[src/rtl/tske_pkg.sv]
// Shared types, codes and helper functions for the time set keypad editor.
// Used by every module under rtl; depends on nothing else.
package tske_pkg;

   localparam int QUEUE_DEPTH_DEF = 2;

   localparam int REQ_DATA_W  = 32;
   localparam int RSP_DATA_W  = 56;
   localparam int CSR_INDEX_W = 1;
   localparam int CSR_DATA_W  = 10;

   // item kinds
   localparam logic REQ_LOAD = 1'b0;
   localparam logic REQ_TICK = 1'b1;

   // key levels
   localparam logic [1:0] KEY_NONE = 2'd0;
   localparam logic [1:0] KEY_A    = 2'd1;
   localparam logic [1:0] KEY_B    = 2'd2;

   // editable fields
   localparam logic [1:0] FIELD_HOUR   = 2'd0;
   localparam logic [1:0] FIELD_MINUTE = 2'd1;
   localparam logic [1:0] FIELD_SECOND = 2'd2;

   // result events
   localparam logic [1:0] EVENT_NONE = 2'd0;
   localparam logic [1:0] EVENT_SAVE = 2'd1;
   localparam logic [1:0] EVENT_EXIT = 2'd2;

   // register indexes
   localparam logic [CSR_INDEX_W-1:0] CSR_LONG_PRESS = 1'b0;
   localparam logic [CSR_INDEX_W-1:0] CSR_BLINK      = 1'b1;

   localparam logic [9:0] LONG_PRESS_RESET = 10'd200;
   localparam logic [7:0] BLINK_RESET      = 8'd50;

   localparam logic [6:0] HOURS_PER_DAY = 7'd24;
   localparam logic [6:0] MINS_PER_HOUR = 7'd60;

   typedef struct packed {
      logic       is_tick;
      logic       key_a;
      logic       key_b;
      logic [5:0] hour;
      logic [6:0] minute;
      logic [6:0] second;
   } cmd_type;

   typedef struct packed {
      logic full;
      logic empty;
   } queue_status_type;

   // tens digit masked to 2 bits, units taken as they are
   function automatic logic [5:0] decode_hour(input logic [7:0] bcd);
      logic [5:0] tens;
      tens = {4'b0, bcd[5:4]};
      return (tens << 3) + (tens << 1) + {2'b0, bcd[3:0]};
   endfunction

   // tens digit masked to 3 bits
   function automatic logic [6:0] decode_min_sec(input logic [7:0] bcd);
      logic [6:0] tens;
      tens = {4'b0, bcd[6:4]};
      return (tens << 3) + (tens << 1) + {3'b0, bcd[3:0]};
   endfunction

   // divide by ten through a reciprocal, exact for any 7-bit value
   function automatic logic [7:0] to_bcd(input logic [6:0] value);
      logic [14:0] prod;
      logic [3:0]  tens;
      logic [6:0]  units;
      prod  = value * 15'd205;
      tens  = prod[14:11];
      units = value - ({3'b0, tens} << 3) - ({3'b0, tens} << 1);
      return {tens, units[3:0]};
   endfunction

   // increment modulo a limit; the sum stays below twice the limit
   function automatic logic [6:0] inc_wrap(input logic [6:0] value, input logic [6:0] limit);
      logic [7:0] sum;
      sum = {1'b0, value} + 8'd1;
      if (sum >= {1'b0, limit}) begin
         sum = sum - {1'b0, limit};
      end
      return sum[6:0];
   endfunction

endpackage

[src/rtl/tske_front.sv]
// Front end: takes request items, decodes the BCD clock registers and the
// key level, and pushes a command into the queue. Uses tske_pkg.
module tske_front (
   input  logic                               req_tvalid,
   output logic                               req_tready,
   input  logic [tske_pkg::REQ_DATA_W-1:0]    req_tdata,  // key, hour, minute, second bcd
   input  logic                               req_tuser,  // req_type
   input  tske_pkg::queue_status_type         q_status,
   output logic                               push,
   output tske_pkg::cmd_type                  push_cmd
);
   import tske_pkg::*;

   logic [1:0] key;

   assign key        = req_tdata[1:0];
   assign req_tready = !q_status.full;
   assign push       = req_tvalid && req_tready;

   always_comb begin
      push_cmd.is_tick = (req_tuser == REQ_TICK);
      push_cmd.key_a   = (key == KEY_A);
      push_cmd.key_b   = (key == KEY_B);
      push_cmd.hour    = decode_hour(req_tdata[9:2]);
      push_cmd.minute  = decode_min_sec(req_tdata[17:10]);
      push_cmd.second  = decode_min_sec(req_tdata[25:18]);
   end

endmodule

[src/rtl/tske_queue.sv]
// Short command queue between the front and back ends.
// Circular buffer of tske_pkg::cmd_type entries with a fill count.
module tske_queue #(
   parameter int DEPTH = tske_pkg::QUEUE_DEPTH_DEF
) (
   input  logic                       clock,
   input  logic                       reset,
   input  logic                       push,
   input  tske_pkg::cmd_type          push_cmd,
   input  logic                       pop,
   output tske_pkg::cmd_type          pop_cmd,
   output tske_pkg::queue_status_type status
);
   import tske_pkg::*;

   localparam int IDX_W = $clog2(DEPTH);
   localparam int CNT_W = $clog2(DEPTH + 1);

   cmd_type            entry_ff [DEPTH];
   logic [IDX_W-1:0]   wr_ptr_ff, wr_ptr_in;
   logic [IDX_W-1:0]   rd_ptr_ff, rd_ptr_in;
   logic [CNT_W-1:0]   count_ff, count_in;

   assign pop_cmd      = entry_ff[rd_ptr_ff];
   assign status.full  = (count_ff == CNT_W'(DEPTH));
   assign status.empty = (count_ff == '0);

   always_comb begin
      wr_ptr_in = wr_ptr_ff;
      rd_ptr_in = rd_ptr_ff;
      count_in  = count_ff;
      if (push) begin
         wr_ptr_in = (wr_ptr_ff == IDX_W'(DEPTH - 1)) ? '0 : wr_ptr_ff + 1'b1;
      end
      if (pop) begin
         rd_ptr_in = (rd_ptr_ff == IDX_W'(DEPTH - 1)) ? '0 : rd_ptr_ff + 1'b1;
      end
      if (push && !pop) begin
         count_in = count_ff + 1'b1;
      end else if (pop && !push) begin
         count_in = count_ff - 1'b1;
      end
   end

   always_ff @(posedge clock) begin
      if (reset) begin
         wr_ptr_ff <= '0;
         rd_ptr_ff <= '0;
         count_ff  <= '0;
      end else begin
         wr_ptr_ff <= wr_ptr_in;
         rd_ptr_ff <= rd_ptr_in;
         count_ff  <= count_in;
      end
   end

   always_ff @(posedge clock) begin
      if (push) begin
         entry_ff[wr_ptr_ff] <= push_cmd;
      end
   end

endmodule

[src/rtl/tske_back.sv]
// Back end: editor state, blink timer, press counters, settings registers
// and the result register. Uses tske_pkg.
module tske_back (
   input  logic                                  clock,
   input  logic                                  reset,
   input  logic                                  csr_valid,
   output logic                                  csr_ready,
   input  logic [tske_pkg::CSR_INDEX_W-1:0]      csr_index,
   input  logic [tske_pkg::CSR_DATA_W-1:0]       csr_wdata,
   input  logic                                  cmd_valid,
   input  tske_pkg::cmd_type                     cmd,
   output logic                                  cmd_pop,
   output logic                                  rsp_tvalid,
   input  logic                                  rsp_tready,
   output logic [tske_pkg::RSP_DATA_W-1:0]       rsp_tdata
);
   import tske_pkg::*;

   logic [9:0] long_press_ff;
   logic [7:0] blink_ticks_ff;

   logic       active_ff, active_in;
   logic [5:0] hour_ff, hour_in;
   logic [6:0] minute_ff, minute_in;
   logic [6:0] second_ff, second_in;
   logic [1:0] edit_ff, edit_in;
   logic [9:0] press_a_ff, press_a_in;
   logic [9:0] press_b_ff, press_b_in;
   logic       phase_ff, phase_in;
   logic [7:0] blink_count_ff, blink_count_in;

   logic                  rsp_valid_ff, rsp_valid_in;
   logic [RSP_DATA_W-1:0] rsp_data_ff, rsp_data_in;

   logic [8:0]  blink_next;
   logic [10:0] press_a_next;
   logic [10:0] press_b_next;
   logic        saved;

   logic [5:0] res_hour;
   logic [6:0] res_minute;
   logic [6:0] res_second;
   logic [1:0] res_field;
   logic       res_blank;
   logic [1:0] res_event;
   logic [7:0] res_hour_bcd;
   logic [7:0] res_minute_bcd;
   logic [7:0] res_second_bcd;

   // an item moves on when the result register is free or being drained
   assign cmd_pop    = cmd_valid && (!rsp_valid_ff || rsp_tready);
   assign csr_ready  = 1'b1;
   assign rsp_tvalid = rsp_valid_ff;
   assign rsp_tdata  = rsp_data_ff;

   assign blink_next   = {1'b0, blink_count_ff} + 9'd1;
   assign press_a_next = {1'b0, press_a_ff} + 11'd1;
   assign press_b_next = {1'b0, press_b_ff} + 11'd1;

   always_comb begin
      active_in      = active_ff;
      hour_in        = hour_ff;
      minute_in      = minute_ff;
      second_in      = second_ff;
      edit_in        = edit_ff;
      press_a_in     = press_a_ff;
      press_b_in     = press_b_ff;
      phase_in       = phase_ff;
      blink_count_in = blink_count_ff;
      saved          = 1'b0;

      res_hour       = hour_ff;
      res_minute     = minute_ff;
      res_second     = second_ff;
      res_field      = edit_ff;
      res_blank      = 1'b0;
      res_event      = EVENT_NONE;
      res_hour_bcd   = '0;
      res_minute_bcd = '0;
      res_second_bcd = '0;

      if (!cmd.is_tick) begin
         hour_in    = cmd.hour;
         minute_in  = cmd.minute;
         second_in  = cmd.second;
         edit_in    = FIELD_SECOND;
         press_a_in = '0;
         press_b_in = '0;
         active_in  = 1'b1;
         res_hour   = cmd.hour;
         res_minute = cmd.minute;
         res_second = cmd.second;
         res_field  = FIELD_SECOND;
         res_blank  = !phase_ff;
      end else if (active_ff) begin
         res_blank = !phase_ff;

         if (blink_next > {1'b0, blink_ticks_ff}) begin
            blink_count_in = '0;
            phase_in       = !phase_ff;
         end else begin
            blink_count_in = blink_next[7:0];
         end

         if (cmd.key_a) begin
            if (press_a_next > {1'b0, long_press_ff}) begin
               res_event      = EVENT_SAVE;
               res_hour_bcd   = to_bcd({1'b0, hour_ff});
               res_minute_bcd = to_bcd(minute_ff);
               res_second_bcd = to_bcd(second_ff);
               active_in      = 1'b0;
               press_a_in     = '0;
               press_b_in     = '0;
               saved          = 1'b1;
            end else begin
               press_a_in = press_a_next[9:0];
            end
         end else begin
            // short press of key a bumps the selected field
            if (press_a_ff != '0 && press_a_ff < long_press_ff) begin
               case (edit_ff)
                  FIELD_HOUR:   hour_in   = 6'(inc_wrap({1'b0, hour_ff}, HOURS_PER_DAY));
                  FIELD_MINUTE: minute_in = inc_wrap(minute_ff, MINS_PER_HOUR);
                  default:      second_in = inc_wrap(second_ff, MINS_PER_HOUR);
               endcase
            end
            press_a_in = '0;
         end

         // key b is ignored in the tick that saves
         if (!saved) begin
            if (cmd.key_b) begin
               if (press_b_next > {1'b0, long_press_ff}) begin
                  res_event  = EVENT_EXIT;
                  active_in  = 1'b0;
                  press_a_in = '0;
                  press_b_in = '0;
               end else begin
                  press_b_in = press_b_next[9:0];
               end
            end else begin
               if (press_b_ff != '0 && press_b_ff < long_press_ff) begin
                  edit_in = (edit_ff == FIELD_SECOND) ? FIELD_HOUR : edit_ff + 2'd1;
               end
               press_b_in = '0;
            end
         end
      end
   end

   always_comb begin
      rsp_data_in = {7'b0, res_second_bcd, res_minute_bcd, res_hour_bcd, res_event,
                     res_blank, res_field, res_second, res_minute, res_hour};
      if (cmd_pop) begin
         rsp_valid_in = 1'b1;
      end else if (rsp_tready) begin
         rsp_valid_in = 1'b0;
      end else begin
         rsp_valid_in = rsp_valid_ff;
      end
   end

   always_ff @(posedge clock) begin
      if (reset) begin
         long_press_ff  <= LONG_PRESS_RESET;
         blink_ticks_ff <= BLINK_RESET;
      end else if (csr_valid && csr_ready) begin
         case (csr_index)
            CSR_LONG_PRESS: long_press_ff  <= csr_wdata;
            CSR_BLINK:      blink_ticks_ff <= csr_wdata[7:0];
            default:        long_press_ff  <= long_press_ff;
         endcase
      end
   end

   always_ff @(posedge clock) begin
      if (reset) begin
         active_ff      <= 1'b0;
         hour_ff        <= '0;
         minute_ff      <= '0;
         second_ff      <= '0;
         edit_ff        <= FIELD_SECOND;
         press_a_ff     <= '0;
         press_b_ff     <= '0;
         phase_ff       <= 1'b1;
         blink_count_ff <= '0;
         rsp_valid_ff   <= 1'b0;
      end else begin
         if (cmd_pop) begin
            active_ff      <= active_in;
            hour_ff        <= hour_in;
            minute_ff      <= minute_in;
            second_ff      <= second_in;
            edit_ff        <= edit_in;
            press_a_ff     <= press_a_in;
            press_b_ff     <= press_b_in;
            phase_ff       <= phase_in;
            blink_count_ff <= blink_count_in;
         end
         rsp_valid_ff <= rsp_valid_in;
      end
   end

   always_ff @(posedge clock) begin
      if (cmd_pop) begin
         rsp_data_ff <= rsp_data_in;
      end
   end

endmodule

[src/rtl/time_set_keypad_editor.sv]
// Top level of the time set keypad editor: front end, command queue, back end.
// Depends on tske_pkg, tske_front, tske_queue and tske_back.
//
// Takes one item per clock cycle without a break while the result side keeps
// up: a load item brings the BCD hour, minute and second, a tick item brings
// the key level, and each gives exactly one result. An accepted item is
// written into the command queue (QUEUE_DEPTH entries); the back end pops it
// when the result register is free or being drained, and its state update
// then loads the result register, which drives the result port. The queue
// lets requests keep flowing for QUEUE_DEPTH items while the result side is
// held; once the queue is full the input resumes in the cycle after the result
// side does. Settings registers may be written at any time the editor is idle;
// csr_ready is always high.
module time_set_keypad_editor #(
   parameter int QUEUE_DEPTH = tske_pkg::QUEUE_DEPTH_DEF
) (
   input  logic                                  clock,
   input  logic                                  reset,
   input  logic                                  req_tvalid,
   output logic                                  req_tready,
   // key[1:0], hour_bcd_in[9:2], minute_bcd_in[17:10], second_bcd_in[25:18]
   input  logic [tske_pkg::REQ_DATA_W-1:0]       req_tdata,
   // req_type
   input  logic                                  req_tuser,
   output logic                                  rsp_tvalid,
   input  logic                                  rsp_tready,
   // hour_shown[5:0], minute_shown[12:6], second_shown[19:13],
   // selected_field[21:20], field_blanked[22], event_res[24:23],
   // hour_bcd_out[32:25], minute_bcd_out[40:33], second_bcd_out[48:41]
   output logic [tske_pkg::RSP_DATA_W-1:0]       rsp_tdata,
   input  logic                                  csr_valid,
   output logic                                  csr_ready,
   input  logic [tske_pkg::CSR_INDEX_W-1:0]      csr_index,
   input  logic [tske_pkg::CSR_DATA_W-1:0]       csr_wdata
);
   import tske_pkg::*;

   queue_status_type q_status;
   logic             push;
   cmd_type          push_cmd;
   logic             pop;
   cmd_type          pop_cmd;

   tske_front u_front (
      .req_tvalid (req_tvalid),
      .req_tready (req_tready),
      .req_tdata  (req_tdata),
      .req_tuser  (req_tuser),
      .q_status   (q_status),
      .push       (push),
      .push_cmd   (push_cmd)
   );

   tske_queue #(
      .DEPTH (QUEUE_DEPTH)
   ) u_queue (
      .clock    (clock),
      .reset    (reset),
      .push     (push),
      .push_cmd (push_cmd),
      .pop      (pop),
      .pop_cmd  (pop_cmd),
      .status   (q_status)
   );

   tske_back u_back (
      .clock      (clock),
      .reset      (reset),
      .csr_valid  (csr_valid),
      .csr_ready  (csr_ready),
      .csr_index  (csr_index),
      .csr_wdata  (csr_wdata),
      .cmd_valid  (!q_status.empty),
      .cmd        (pop_cmd),
      .cmd_pop    (pop),
      .rsp_tvalid (rsp_tvalid),
      .rsp_tready (rsp_tready),
      .rsp_tdata  (rsp_tdata)
   );

   // an accepted item is held somewhere the cycle after
   a_item_held: assert property (@(posedge clock) disable iff (reset)
      (req_tvalid && req_tready) |=> !q_status.empty)
      else $error("accepted item lost before the queue");

   // selected field never leaves the three valid codes
   a_field_code: assert property (@(posedge clock) disable iff (reset)
      rsp_tvalid |-> (rsp_tdata[21:20] == FIELD_HOUR || rsp_tdata[21:20] == FIELD_MINUTE ||
                      rsp_tdata[21:20] == FIELD_SECOND))
      else $error("selected field out of range");

   // bcd outputs only carry data on a save
   a_bcd_on_save: assert property (@(posedge clock) disable iff (reset)
      (rsp_tvalid && rsp_tdata[24:23] != EVENT_SAVE) |-> (rsp_tdata[48:25] == '0))
      else $error("bcd result outside a save");

   // queue never pops when empty
   a_no_empty_pop: assert property (@(posedge clock) disable iff (reset)
      pop |-> !q_status.empty)
      else $error("pop from empty queue");

endmodule
[config.mk]
export PLATFORM = sky130hd
export DESIGN_NAME = time_set_keypad_editor
export DESIGN_NICKNAME = d
export VERILOG_FILES = /design/src/rtl/tske_pkg.sv /design/src/rtl/tske_front.sv /design/src/rtl/tske_queue.sv /design/src/rtl/tske_back.sv /design/src/rtl/time_set_keypad_editor.sv
export SDC_FILE = /design/constraint.sdc
export NUM_CORES = 1
export LEC_CHECK = 0
export BUFFER_PORTS_ARGS = -buffer_cell sky130_fd_sc_hd__buf_4
export CORE_MARGIN = 2
export CORE_UTILIZATION = 31
export CTS_CLUSTER_DIAMETER = 150
export DETAILED_ROUTE_END_ITERATION = 10
export PLACE_DENSITY_LB_ADDON = 0.25
export SETUP_SLACK_MARGIN = 0.02
export SLEW_MARGIN = 10
export SYNTH_ARGS = -nofsm -noshare
export SYNTH_HDL_FRONTEND = slang
export SYNTH_SLANG_ARGS = --single-unit
export TNS_END_PERCENT = 30
[constraint.sdc]
create_clock -name clock -period 8.6 [get_ports clock]
set_input_delay 0.43 -clock clock [delete_from_list [all_inputs] [get_ports clock]]
set_output_delay 0.43 -clock clock [all_outputs]
set_load 0.02 [all_outputs]
==> impl_results.md <==
* Max Fclk at 202 MHz
* First-pass GRT wire length at 45.7 mm
* Reg-to-reg slack, setup at 3.66 ns
* Register area at 0.00434 mm^2
* Worst hold slack at 0.188 ns
* Filler Cell Count at 3,909
* Hold Crit Class: in -> reg
* Clock Power Share at 19.4%
* Area Overhead vs Synth at 14.4%
* Final clock skew at 0.00989 ns
* DRC violations left at 0
* Y dimension of the die at 201 um
* Die area at 0.0403 mm^2
* Sink Count at 170
* RSZ-0062 raised after global routing: no
* Top cells by area, synth: edfxtp_1 24%, ha_1 18%, dfxtp_1 13%, fa_1 4.5%, inv_1 3.1%
* Pins over their slew limit at 0
* Yosys top cell area share at 23.5%
* Total Wirelength at 27.8 mm
* CP endpoint kind: register
* P per Cell Area at 278 mW/mm^2
* Worst rel slew slack at 38.4%
* Setup TNS at 0 ns
* Multi-input logic area at 0.00709 mm^2
* H-tree Lvls at 4
* Internal power at 2.23 mW
* Peak VDD IR at 0.000130 V
* Layout cells sized above 1 at 12.8%
* NetSw at 1.58 mW
* Total congestion overflow at 0
* Pleak at 6.04 nW
* Most common cell in the netlist: ha_1
* Worst R2R End: u_back.rsp_tdata[36]$_SDFFCE_PN0P_
* Number of max-cap violations at 0
* Half-perimeter wire length after placement at 20.9 mm
* Startpoint Class: register
* CTS-repair resized insts at 0
* DRT Pass-1 Iters at 7
* Comb power frac at 47.7%
* CP Max Fanout at 11
* Initial antenna violation count at 0
* Rows at 72
* Mapped Area at 0.0120 mm^2
* EDFF count, synth at 94
* Register area share after synthesis at 36.2%
* CTS tree: yes
* Clk slew on worst S/H paths at 0.07 ns
* # IOs at 108
* Total number of vias at 8,772
* Critical Path RT at 8.88 ns
* Synthesized area per cell at 10.0 um^2
* Crit path kind: reg -> reg
* RR Startpoint: u_back.minute_ff[5]$_SDFFE_PP0P_
* Worst-margin pin slew at 0.923 ns
* Nets at 1,523
* Tmin final at 4.94 ns
* Final hold violation count at 0
* Sw Share at 41.4%
* Top cell type by total area after synthesis: edfxtp_1
* Avg WL per Cell at 15.4 um
* Die width at 201 um
* CTS Buffer Depth at 2
* Via/cell ratio at 4.87
* Buffers on Ports at 88
* Gpl congestion at 0.816
* Hold-fix buffers, CTS at 0
* Initial core utilization at 31.2%
* Post-CTS Setup Inserts at 0
* Clock Latency Late Sink at 0.43 ns
* Synth top cells by count: 175 x ha_1, 98 x inv_1, 94 x edfxtp_1
* Reg2Reg Depth at 17
* Ant. Diodes at 0
* Arrival @ worst endpoint at 5.22 ns
* Clock Root Buffer: clkbuf_16
* Setup Viol. Count Final at 0
* CORE AREA at 0.0385 mm^2
* Initial DRC count at 396
* GRT Util Overall at 14.1%
* Final ANT Viol Nets at 0
* Post-synth cell types at 78
* Period utilisation layout at 57.5%
* Largest net degree at the start of global routing at 55
* Outcome: finished, final reports clean
* Number of global-route vias before repair at 8,727
* FFs w/ async S/R, synth at 0%
* Primary FF master, synth: edfxtp_1
* Synth Warn # at 0
* Post-Syn Instances at 1,196
* Crit path to: u_back.rsp_tdata[36]$_SDFFCE_PN0P_
* Yosys reg bits at 170
* Inserted Clock Buffers at 17
* CP startpoint: u_back.minute_ff[5]$_SDFFE_PP0P_
* Sequential Power Share at 33.0%
cell type report:
type | count | share of cell area [%]
Sequential cell | 170 | 31.7
Multi-Input combinational cell | 888 | 51.6
Clock inverter | 14 | 0.903
Clock buffer | 18 | 3.13
Tap cell | 518 | 4.72
Timing Repair Buffer | 96 | 5.25
Inverter | 99 | 2.71
cell usage in the layout, fill, tap and decap left out, drive strengths merged, types with 15 or more instances in the layout:
cell / count
a21o: 18
a21oi: 72
a31oi: 15
buf: 95
clkbuf: 19
dfxtp: 76
edfxtp: 94
fa: 27
ha: 175
inv: 103
mux2i: 34
nand2: 83
nand3: 38
nor2: 85
nor2b: 19
nor3: 19
o21a: 16
o21ai: 37
xnor2: 33
xor2: 31
per-layer routing:
metal	wire length (um)	track usage [%]	vias to the layer above
met5	0	0	-
met4	322	3.86	0
met1	13500	18.9	4175
li1	-	-	4457
met2	13100	23.6	124
met3	785	2.09	16
cells by family (layout without fill, tap and decap cells):
| kind of cell | count (synthesis) | after routing | synth area share [%] |
|---|---|---|---|
| AO/OA/AOI/OAI | 239 | 239 | 13.9 |
| XOR/XNOR | 64 | 64 | 4.67 |
| adder cells (fa/ha/maj) | 202 | 202 | 22.8 |
| buffers and inverters | 145 | 227 | 5.02 |
| flip-flops | 170 | 170 | 36.2 |
| multiplexers | 41 | 41 | 3.60 |
| other | 2 | 9 | 0.0626 |
| AND/OR/NAND/NOR | 333 | 333 | 13.8 |
worst min-delay path by stage:
stage / from / endpoint / slack [ns] / depth (start not counted)
floorplan: u_back.blink_ticks_ff[2]$_SDFFE_PP0P_ / u_back.blink_ticks_ff[2]$_SDFFE_PP0P_ / 0.44 / 2
global placement: u_back.blink_ticks_ff[3]$_SDFFE_PP0P_ / u_back.blink_ticks_ff[3]$_SDFFE_PP0P_ / 0.44 / 2
detailed placement: u_back.long_press_ff[2]$_SDFFE_PP0P_ / u_back.long_press_ff[2]$_SDFFE_PP0P_ / 0.45 / 2
CTS: req_tuser / u_queue.entry_ff[1][22]$_DFFE_PP_ / 0.17 / 1
global route: req_tuser / u_queue.entry_ff[1][22]$_DFFE_PP_ / 0.17 / 1
finish: req_tuser / u_queue.entry_ff[1][22]$_DFFE_PP_ / 0.19 / 1
stage by stage:
stage	power [mW]	cell area [um^2]	utilization (%)	cells	setup slack (ns)
after floorplan	2.55	12000	-	1203	4.01
after global placement	3.08	13200	34.2	1770	3.72
after detailed placement	3.10	13200	34.2	1770	3.67
after CTS	3.86	13700	35.7	1802	3.65
after global routing	4.15	13700	35.7	1803	3.30
final	3.81	13700	35.7	1803	3.66
sequential cells by signal (all words and copies together), names as in the netlist, named ones only:
name and flops:
u_back.blink_ticks_ff 8, u_back.hour_ff 6, u_back.blink_count_ff 8, u_back.edit_ff 2, u_back.rsp_tdata 48, u_back.long_press_ff 10, u_back.minute_ff 7, u_back.press_b_ff 10
u_back.second_ff 7, u_queue.rd_ptr_ff 1, u_back.active_ff 1, u_back.rsp_tvalid 1, u_queue.wr_ptr_ff 1, u_back.press_a_ff 10, u_back.phase_ff 1, u_queue.count_ff 2
u_queue.entry_ff 46
worst max-delay path: stages, from the launching register on:
cell	delay, ns
dfxtp_1	0.58
inv_1	0.11
ha_1	0.35
fa_1	0.42
inv_1	0.08
fa_1	0.44
ha_1	0.32
ha_1	0.30
nand3_1	0.08
a211o_1	0.27
a31oi_1	0.46
o21a_1	0.22
nor2_1	0.06
ha_1	0.32
a21o_1	0.17
or3_1	0.32
a21o_1	0.18
a21oi_1	0.13
power groups by stage:
stage | registers (mW) | logic (mW) | clock network, mW
2_1_floorplan | 1.34 | 1.21 | 0
3_3_place_gp | 1.27 | 1.81 | 0
3_5_place_dp | 1.27 | 1.83 | 0
4_1_cts | 1.26 | 1.85 | 0.757
5_1_grt | 1.28 | 2.08 | 0.791
6_report | 1.26 | 1.82 | 0.738
No activity file was read; power rests on OpenSTA's default activity.
